### src/lzsd_pkg.sv
// Shared types and constants for the LZ77 stream decompressor.
// Used by the controller, the datapath and the top level; no dependencies.
package lzsd_pkg;

   localparam int BYTE_W    = 8;
   localparam int SIZE_W    = 24;
   localparam int DIST_W    = 12;
   localparam int LEN_W     = 5;
   localparam int FLAG_CNT_W = 4;
   localparam logic [LEN_W-1:0]      LEN_BIAS   = 5'd3;
   localparam logic [FLAG_CNT_W-1:0] FLAGS_PER_BYTE = 4'd8;

   // Position in the compressed stream syntax
   typedef enum logic [2:0] {
      PH_IDLE,
      PH_HDR1,
      PH_HDR2,
      PH_HDR3,
      PH_FLAG,
      PH_DATA,
      PH_TOKLO
   } phase_type;

   // Controller sequencing state
   typedef enum logic [2:0] {
      ST_CLEAR,
      ST_ACCEPT,
      ST_LIT,
      ST_COPY_RD,
      ST_COPY_WR,
      ST_CONSUME
   } state_type;

   // Controller to datapath commands
   typedef struct packed {
      logic       stream_start;
      logic [2:0] hdr_lane;
      logic       flag_load;
      logic       tok_load;
      logic       lit_load;
      logic       copy_setup;
      logic       rd_issue;
      logic       emit_lit;
      logic       emit_copy;
      logic       consume;
      logic       clear_step;
   } cmd_type;

   // Datapath to controller status
   typedef struct packed {
      logic clear_last;
      logic flag_msb;
      logic size_hit;
      logic flags_last;
      logic hdr_zero;
      logic copy_done;
      logic out_free;
   } status_type;

endpackage

### src/lzsd_ctrl.sv
// Controller of the LZ77 stream decompressor: stream parser and sequencer.
// Depends on lzsd_pkg for the phase, state, command and status types.
module lzsd_ctrl (
   input  logic                clock,
   input  logic                reset,
   input  logic                req_tvalid,
   input  logic                req_start,
   input  lzsd_pkg::status_type status,
   output lzsd_pkg::cmd_type    cmd,
   output logic                req_tready
);

   lzsd_pkg::state_type state_ff, state_in;
   lzsd_pkg::phase_type phase_ff, phase_in;
   logic                xfer;

   assign xfer = req_tvalid && (state_ff == lzsd_pkg::ST_ACCEPT);

   // Hold state and parse phase
   always_ff @(posedge clock) begin
      if (reset) begin
         state_ff <= lzsd_pkg::ST_CLEAR;
         phase_ff <= lzsd_pkg::PH_IDLE;
      end else begin
         state_ff <= state_in;
         phase_ff <= phase_in;
      end
   end

   // Next state and next parse phase
   always_comb begin
      state_in = state_ff;
      phase_in = phase_ff;
      case (state_ff)
         lzsd_pkg::ST_CLEAR: begin
            if (status.clear_last) begin
               state_in = lzsd_pkg::ST_ACCEPT;
            end
         end
         lzsd_pkg::ST_ACCEPT: begin
            if (xfer) begin
               if (req_start) begin
                  phase_in = lzsd_pkg::PH_HDR1;
               end else begin
                  case (phase_ff)
                     lzsd_pkg::PH_HDR1: phase_in = lzsd_pkg::PH_HDR2;
                     lzsd_pkg::PH_HDR2: phase_in = lzsd_pkg::PH_HDR3;
                     lzsd_pkg::PH_HDR3: begin
                        phase_in = status.hdr_zero ? lzsd_pkg::PH_IDLE : lzsd_pkg::PH_FLAG;
                     end
                     lzsd_pkg::PH_FLAG: phase_in = lzsd_pkg::PH_DATA;
                     lzsd_pkg::PH_DATA: begin
                        if (status.flag_msb) begin
                           phase_in = lzsd_pkg::PH_TOKLO;
                        end else begin
                           state_in = lzsd_pkg::ST_LIT;
                        end
                     end
                     lzsd_pkg::PH_TOKLO: state_in = lzsd_pkg::ST_COPY_RD;
                     default: phase_in = lzsd_pkg::PH_IDLE;
                  endcase
               end
            end
         end
         lzsd_pkg::ST_LIT: begin
            if (status.out_free) begin
               state_in = lzsd_pkg::ST_CONSUME;
            end
         end
         lzsd_pkg::ST_COPY_RD: begin
            if (status.copy_done || status.size_hit) begin
               state_in = lzsd_pkg::ST_CONSUME;
            end else begin
               state_in = lzsd_pkg::ST_COPY_WR;
            end
         end
         lzsd_pkg::ST_COPY_WR: begin
            if (status.out_free) begin
               state_in = lzsd_pkg::ST_COPY_RD;
            end
         end
         lzsd_pkg::ST_CONSUME: begin
            state_in = lzsd_pkg::ST_ACCEPT;
            if (status.size_hit) begin
               phase_in = lzsd_pkg::PH_IDLE;
            end else if (status.flags_last) begin
               phase_in = lzsd_pkg::PH_FLAG;
            end else begin
               phase_in = lzsd_pkg::PH_DATA;
            end
         end
         default: state_in = lzsd_pkg::ST_CLEAR;
      endcase
   end

   // Datapath commands
   always_comb begin
      cmd        = '0;
      req_tready = 1'b0;
      case (state_ff)
         lzsd_pkg::ST_CLEAR: cmd.clear_step = 1'b1;
         lzsd_pkg::ST_ACCEPT: begin
            req_tready = 1'b1;
            if (xfer) begin
               if (req_start) begin
                  cmd.stream_start = 1'b1;
               end else begin
                  case (phase_ff)
                     lzsd_pkg::PH_HDR1: cmd.hdr_lane = 3'b001;
                     lzsd_pkg::PH_HDR2: cmd.hdr_lane = 3'b010;
                     lzsd_pkg::PH_HDR3: cmd.hdr_lane = 3'b100;
                     lzsd_pkg::PH_FLAG: cmd.flag_load = 1'b1;
                     lzsd_pkg::PH_DATA: begin
                        cmd.tok_load = status.flag_msb;
                        cmd.lit_load = !status.flag_msb;
                     end
                     lzsd_pkg::PH_TOKLO: cmd.copy_setup = 1'b1;
                     default: cmd = '0;
                  endcase
               end
            end
         end
         lzsd_pkg::ST_LIT: cmd.emit_lit = status.out_free;
         lzsd_pkg::ST_COPY_RD: cmd.rd_issue = !(status.copy_done || status.size_hit);
         lzsd_pkg::ST_COPY_WR: cmd.emit_copy = status.out_free;
         lzsd_pkg::ST_CONSUME: cmd.consume = 1'b1;
         default: cmd = '0;
      endcase
   end

endmodule

### config.mk
export PLATFORM = sky130hd
export DESIGN_NAME = lzsd_ctrl
export DESIGN_NICKNAME = d
export VERILOG_FILES = /design/src/lzsd_pkg.sv /design/src/lzsd_ctrl.sv
export SDC_FILE = /design/constraint.sdc
export NUM_CORES = 1
export LEC_CHECK = 0
export BUFFER_PORTS_ARGS = -buffer_cell sky130_fd_sc_hd__buf_2
export CORE_UTILIZATION = 42
export CTS_BUF_LIST = sky130_fd_sc_hd__clkbuf_4 sky130_fd_sc_hd__clkbuf_8 sky130_fd_sc_hd__clkbuf_16
export CTS_CLUSTER_SIZE = 40
export DETAILED_ROUTE_END_ITERATION = 10
export MAX_ROUTING_LAYER = met4
export PLACE_DENSITY = 0.81
export SLEW_MARGIN = 5
export SYNTH_ARGS = -nofsm -noshare
export SYNTH_HDL_FRONTEND = slang
export SYNTH_SLANG_ARGS = --single-unit
### constraint.sdc
create_clock -name clock -period 1.5 [get_ports clock]
set_input_delay 0.3 -clock clock [delete_from_list [all_inputs] [get_ports clock]]
set_output_delay 0.3 -clock clock [all_outputs]
set_load 0.01 [all_outputs]
-- After elaboration in Yosys (flattened, before gate mapping)
Index checks and enable logic that the tools add are counted.
- logic and storage cells: 61
- ROM bits: 0
- bits of input ports: 11
- output and inout port bits: 14
- latch bits: 0
- register bits after elaboration: 6
- memories: 0
- RAM bits: 0
- eq/ne operators: 20
- bitwise operators: 0
- multipliers: 0
- shift operators: 0
- reductions and logical operators: 8
- magnitude comparators: 0
- $add $sub $neg: 0
- multiplexer cells: 31
- div/mod/pow operators: 0
- operators with widths (operator ; number):
    one-hot mux 3 bit (6 select lines) ; 2
    two-way mux 3 bit ; 11
    == test 3 bit, second input constant ; 5
    two-way mux 13 bit ; 1
    == test 3 x 2 -> 1 bit, second input constant ; 4
    two-way mux 12 bit ; 1
    one-hot mux 3 bit (2 select lines) ; 2
    != test 2 bit, second input constant ; 5
    one-hot mux 1 bit (2 select lines) ; 5
    one-hot mux 3 bit (3 select lines) ; 1
    two-way mux 8 bit ; 1
    AND reduction 7 bit ; 1
    == test 3 x 1 -> 1 bit, second input constant ; 2
    two-way mux 1 bit ; 6
    != test 3 bit, second input constant ; 2
    != test 4 bit, second input constant ; 1
    AND reduction 4 bit ; 1
    zero test 3 bit ; 1
    != test 3 x 1 -> 1 bit, second input constant ; 1
    zero test 1 bit ; 2
    two-way mux 2 bit ; 1
    nonzero test 2 bit ; 1
    logical AND 1 bit ; 1
    logical OR 1 bit ; 1

-- Longest topological paths before layout
- word-level depth: 5
- gate-level depth with buffers: 5
- mapped depth without buffers: 4

-- Worst setup path after synthesis
Ideal clock, no wire load.
- kind: reg-to-output
- start point: reg state_ff[1]
- end point: out cmd[6] in the netlist's numbering
- slack: -0.123 ns
- arrival: 1.323 ns
- data required time: 1.200 ns
- cell stages (with the launch flop): 5
- path buffers: 1
- cells stage by stage: dfxtp_1 -> clkbuf_1 -> nor3b_2 -> nand3_1 -> nor3_1
- RTL lines (item ; line ; text):
    start: declaration ; lzsd_ctrl.sv:13 ; lzsd_pkg::state_type state_ff, state_in;
    start signal: assignment ; lzsd_ctrl.sv:22 ; state_ff <= lzsd_pkg::ST_CLEAR;
    start signal: assignment ; lzsd_ctrl.sv:25 ; state_ff <= state_in;
    end: declaration ; lzsd_ctrl.sv:9 ; output lzsd_pkg::cmd_type cmd,

==> flow_results.xml <==
<?xml version="1.0" encoding="UTF-8"?>
<metrics>
  <group name="layout">
    <metric name="post-route-util" unit="%">69.2</metric>
    <metric name="finish.net_count" unit="">129</metric>
    <metric name="layout-drive-gt1-share" unit="%">52.6</metric>
    <metric name="layout.filler_cells" unit="">107</metric>
    <metric name="area_growth" unit="%">48.2</metric>
    <metric name="final_antenna_diode_count" unit="">0</metric>
    <metric name="final_cell_area" unit="um^2">923</metric>
    <metric name="layout.cells.non_filler" unit="">131</metric>
  </group>
  <group name="setup_path">
    <metric name="timing.critical_path.from_type" unit="">register</metric>
    <metric name="required" unit="ns">1.20</metric>
    <metric name="timing_worst_setup_path_type" unit="">register to output pin</metric>
    <metric name="timing.critical_path.arrival" unit="ns">1.33</metric>
    <metric name="setup.worst_path.end_class" unit="">output pin</metric>
    <metric name="worstRegToRegCells" unit="">5</metric>
    <metric name="path_max_fanout" unit="">5</metric>
    <metric name="timing.reg2reg.setup_slack" unit="ns">0.06</metric>
  </group>
  <group name="synthesis">
    <metric name="synthesis.nets" unit="">93</metric>
    <metric name="cell_area_after_synthesis" unit="um^2">623</metric>
    <metric name="synthesis.area_per_instance" unit="um^2">7.60</metric>
    <metric name="post_synthesis_cell_count" unit="">82</metric>
    <metric name="yosysSeqAreaShare" unit="%">19.3</metric>
    <metric name="yosys_register_bits" unit="">6</metric>
    <metric name="async_flop_share" unit="%">0</metric>
    <metric name="ys_types" unit="">42</metric>
    <metric name="synth_flop_type" unit="">sky130_fd_sc_hd__dfxtp_1</metric>
    <metric name="synth.yosys.warnings" unit="">0</metric>
    <metric name="number_of_enable_type_register_cells_in_the_synthesized_netlist" unit="">0</metric>
  </group>
  <group name="timing">
    <metric name="rsz0062_at_grt" unit="">true</metric>
    <metric name="finalSetupViolCount" unit="">11</metric>
    <metric name="share_of_the_cycle_needed_by_the_critical_path_after_routing" unit="%">108</metric>
    <metric name="worst-slew-pin-transition" unit="ns">0.368</metric>
    <metric name="report.final.slew_viol_count" unit="">0</metric>
    <metric name="final_hold_viol_count" unit="">0</metric>
    <metric name="relSlewSlack" unit="%">75.1</metric>
    <metric name="finalHoldWorstSlack" unit="ns">0.318</metric>
    <metric name="finalSetupTns" unit="ns">-0.874</metric>
    <metric name="period_needed" unit="ns">1.63</metric>
    <metric name="max_freq" unit="GHz">0.615</metric>
    <metric name="post-route-worst-setup-slack" unit="ns">-0.127</metric>
    <metric name="post_route_clock_skew" unit="ns">0.00364</metric>
  </group>
  <group name="place">
    <metric name="globalplace.congestion" unit="">0.837</metric>
    <metric name="placed_cells_incl_taps" unit="">125</metric>
    <metric name="place_worst_setup_slack" unit="ns">0.00950</metric>
    <metric name="io_buffer_count" unit="">24</metric>
    <metric name="dpl-instance-area" unit="um^2">806</metric>
    <metric name="dp_hpwl" unit="mm">1.39</metric>
  </group>
  <group name="route">
    <metric name="remaining_drc_errors" unit="">0</metric>
    <metric name="drt.antenna.violating_nets" unit="">0</metric>
    <metric name="avgViaCountPerCell" unit="">5.82</metric>
    <metric name="first_pass_iters" unit="">4</metric>
    <metric name="drt_wirelength" unit="mm">1.90</metric>
    <metric name="route.detailed.wl_per_inst" unit="um">14.5</metric>
    <metric name="route.vias.total" unit="">762</metric>
    <metric name="detailedRoute.firstIterationViolations" unit="">24</metric>
  </group>
  <group name="global_routing">
    <metric name="antenna_found_initial" unit="">0</metric>
    <metric name="met1_usage" unit="%">31.8</metric>
    <metric name="grt.met2_usage" unit="%">50.0</metric>
    <metric name="grt_remaining_overflow" unit="">0</metric>
    <metric name="gr-usage-met3" unit="%">5.00</metric>
    <metric name="largest_net_degree_at_the_start_of_global_routing" unit="">10</metric>
    <metric name="vias_in_the_first_global_route" unit="">665</metric>
    <metric name="busiest_layer" unit="">met2</metric>
    <metric name="global_route.usage.total" unit="%">27.8</metric>
    <metric name="global_route_wire_length_before_repair" unit="mm">2.90</metric>
  </group>
  <group name="cts">
    <metric name="cts_tree" unit="">done</metric>
    <metric name="tritoncts.num_buffers" unit="">3</metric>
    <metric name="tritoncts_num_sinks" unit="">6</metric>
    <metric name="cts-root-buf" unit="">sky130_fd_sc_hd__clkbuf_4</metric>
    <metric name="clk-insertion-delay-late" unit="ns">0.24</metric>
    <metric name="hold_fix_buffers_at_cts" unit="">0</metric>
    <metric name="cts.path.max_buffers" unit="">2</metric>
    <metric name="clkSlewWorstSetupHoldPaths" unit="ns">0.05</metric>
    <metric name="cts.htree.levels" unit="">1</metric>
  </group>
  <group name="floorplan">
    <metric name="core" unit="um^2">1330</metric>
    <metric name="ios" unit="">25</metric>
    <metric name="floorplan.initialDensity" unit="%">46.7</metric>
    <metric name="die_y" unit="um">40.5</metric>
    <metric name="fp.dieArea" unit="um^2">1640</metric>
    <metric name="die_width" unit="um">40.5</metric>
    <metric name="std_cell_rows" unit="">13</metric>
  </group>
  <group name="run_status">
    <metric name="violations" unit="">negative setup slack</metric>
    <metric name="run_status" unit="">finished with violations</metric>
  </group>
  <group name="min_path">
    <metric name="timing.hold.worst_path_depth" unit="">2</metric>
    <metric name="hold_class" unit="">primary input to register</metric>
  </group>
  <group name="pwr">
    <metric name="power" unit="mW">0.521</metric>
    <metric name="power-per-cell-area" unit="nW/um^2">564</metric>
    <metric name="p_leak" unit="nW">0.397</metric>
    <metric name="irDropWorstVdd" unit="mV">0.260</metric>
  </group>
  <group name="run">
    <metric name="max-cap-violations" unit="">0</metric>
  </group>
</metrics>
==> layer usage <==
layer  wire length (um)  share of wire (%)  vias up
met3                 83                4.4        0
met1                831                 44      361
met4                  0                  0        0
met2                982                 52       29
li1                   -                  -      372
met5                  0                  0        -
==> path summary, 6_finish.rpt <==
kind                     from          end
setup / recovery  state_ff[0]       cmd[9]
setup reg to reg  state_ff[1]  state_ff[1]
hold / removal          reset  state_ff[0]
hold reg to reg   state_ff[0]  state_ff[1]
==> where the power goes <==
group	internal (mW)	switching (mW)	total [mW]
sequential	0.168	0.0115	0.179
clock	0.0906	0.0597	0.150
combinational	0.0963	0.0952	0.192
==> synth_stat cells, types with 2 or more instances <==
cell type / n / share of area, %
sky130_fd_sc_hd__a21oi_1: 3 / 2.4
sky130_fd_sc_hd__buf_4: 2 / 2.4
sky130_fd_sc_hd__buf_6: 2 / 3.6
sky130_fd_sc_hd__clkbuf_1: 2 / 1.2
sky130_fd_sc_hd__dfxtp_1: 6 / 19
sky130_fd_sc_hd__inv_1: 3 / 1.8
sky130_fd_sc_hd__nand2_1: 6 / 3.6
sky130_fd_sc_hd__nand2b_1: 4 / 4.0
sky130_fd_sc_hd__nand3_1: 2 / 1.6
sky130_fd_sc_hd__nor2_1: 4 / 2.4
sky130_fd_sc_hd__nor2b_1: 4 / 4.0
sky130_fd_sc_hd__nor3_1: 7 / 5.6
sky130_fd_sc_hd__nor4bb_1: 2 / 3.2
sky130_fd_sc_hd__o21a_1: 2 / 2.4
sky130_fd_sc_hd__o21ai_0: 5 / 4.0
sky130_fd_sc_hd__o22ai_1: 2 / 2.0
==> cells in the final DEF, fill, tap and decap left out, types with 2 or more instances in the layout <==
cell / count
sky130_fd_sc_hd__buf_2: 23
sky130_fd_sc_hd__buf_4: 13
sky130_fd_sc_hd__nor3_2: 6
sky130_fd_sc_hd__nand2_1: 5
sky130_fd_sc_hd__o21ai_0: 5
sky130_fd_sc_hd__nor2b_1: 4
sky130_fd_sc_hd__nand2b_1: 4
sky130_fd_sc_hd__nor2_1: 4
sky130_fd_sc_hd__inv_1: 3
sky130_fd_sc_hd__a21oi_1: 3
sky130_fd_sc_hd__clkbuf_4: 3
sky130_fd_sc_hd__dfxtp_1: 3
sky130_fd_sc_hd__nor3b_4: 2
sky130_fd_sc_hd__o22ai_1: 2
sky130_fd_sc_hd__o21a_1: 2
sky130_fd_sc_hd__buf_6: 2
sky130_fd_sc_hd__dfxtp_4: 2
==> critical path, cell delays in order, from the launching register on <==
cell	delay [ns]
sky130_fd_sc_hd__dfxtp_4	0.36
sky130_fd_sc_hd__nor3b_4	0.25
sky130_fd_sc_hd__nand2_2	0.13
sky130_fd_sc_hd__nor3_2	0.18
sky130_fd_sc_hd__buf_2	0.16
==> flip-flops by register name (all words and copies together) (netlist names) <==
name and flops:
phase_ff 3, state_ff 3
==> cell families (layout without fill, tap and decap cells) <==
group	count (synthesis)	count (layout)	share of synthesized area, %
mux	2	2	3.61
xor+xnor	1	1	1.41
compound gates	21	21	23.3
buf+inv	10	44	9.84
flops	6	6	19.3
simple gates	42	42	42.6
==> area by class of cell <==
cell class / count / area (um^2) / area share [%]
multi-input combinational: 66 / 507 / 54.9
timing repair buffer: 38 / 235 / 25.5
sequential: 6 / 129 / 14.0
clock buffer: 3 / 22.5 / 2.44
tap: 15 / 18.8 / 2.03
inverter: 3 / 11.3 / 1.22
==> what timing repair did <==
| item | in CTS | in global routing |
|---|---|---|
| pin swaps | 4 | 5 |
| resized for setup | 16 | 3 |
| endpoints found under the setup margin | 12 | 16 |
| endpoints found under the hold margin | 0 | 0 |
| buffers inserted | 2 | 2 |
Power figures use the tool's default switching activity.
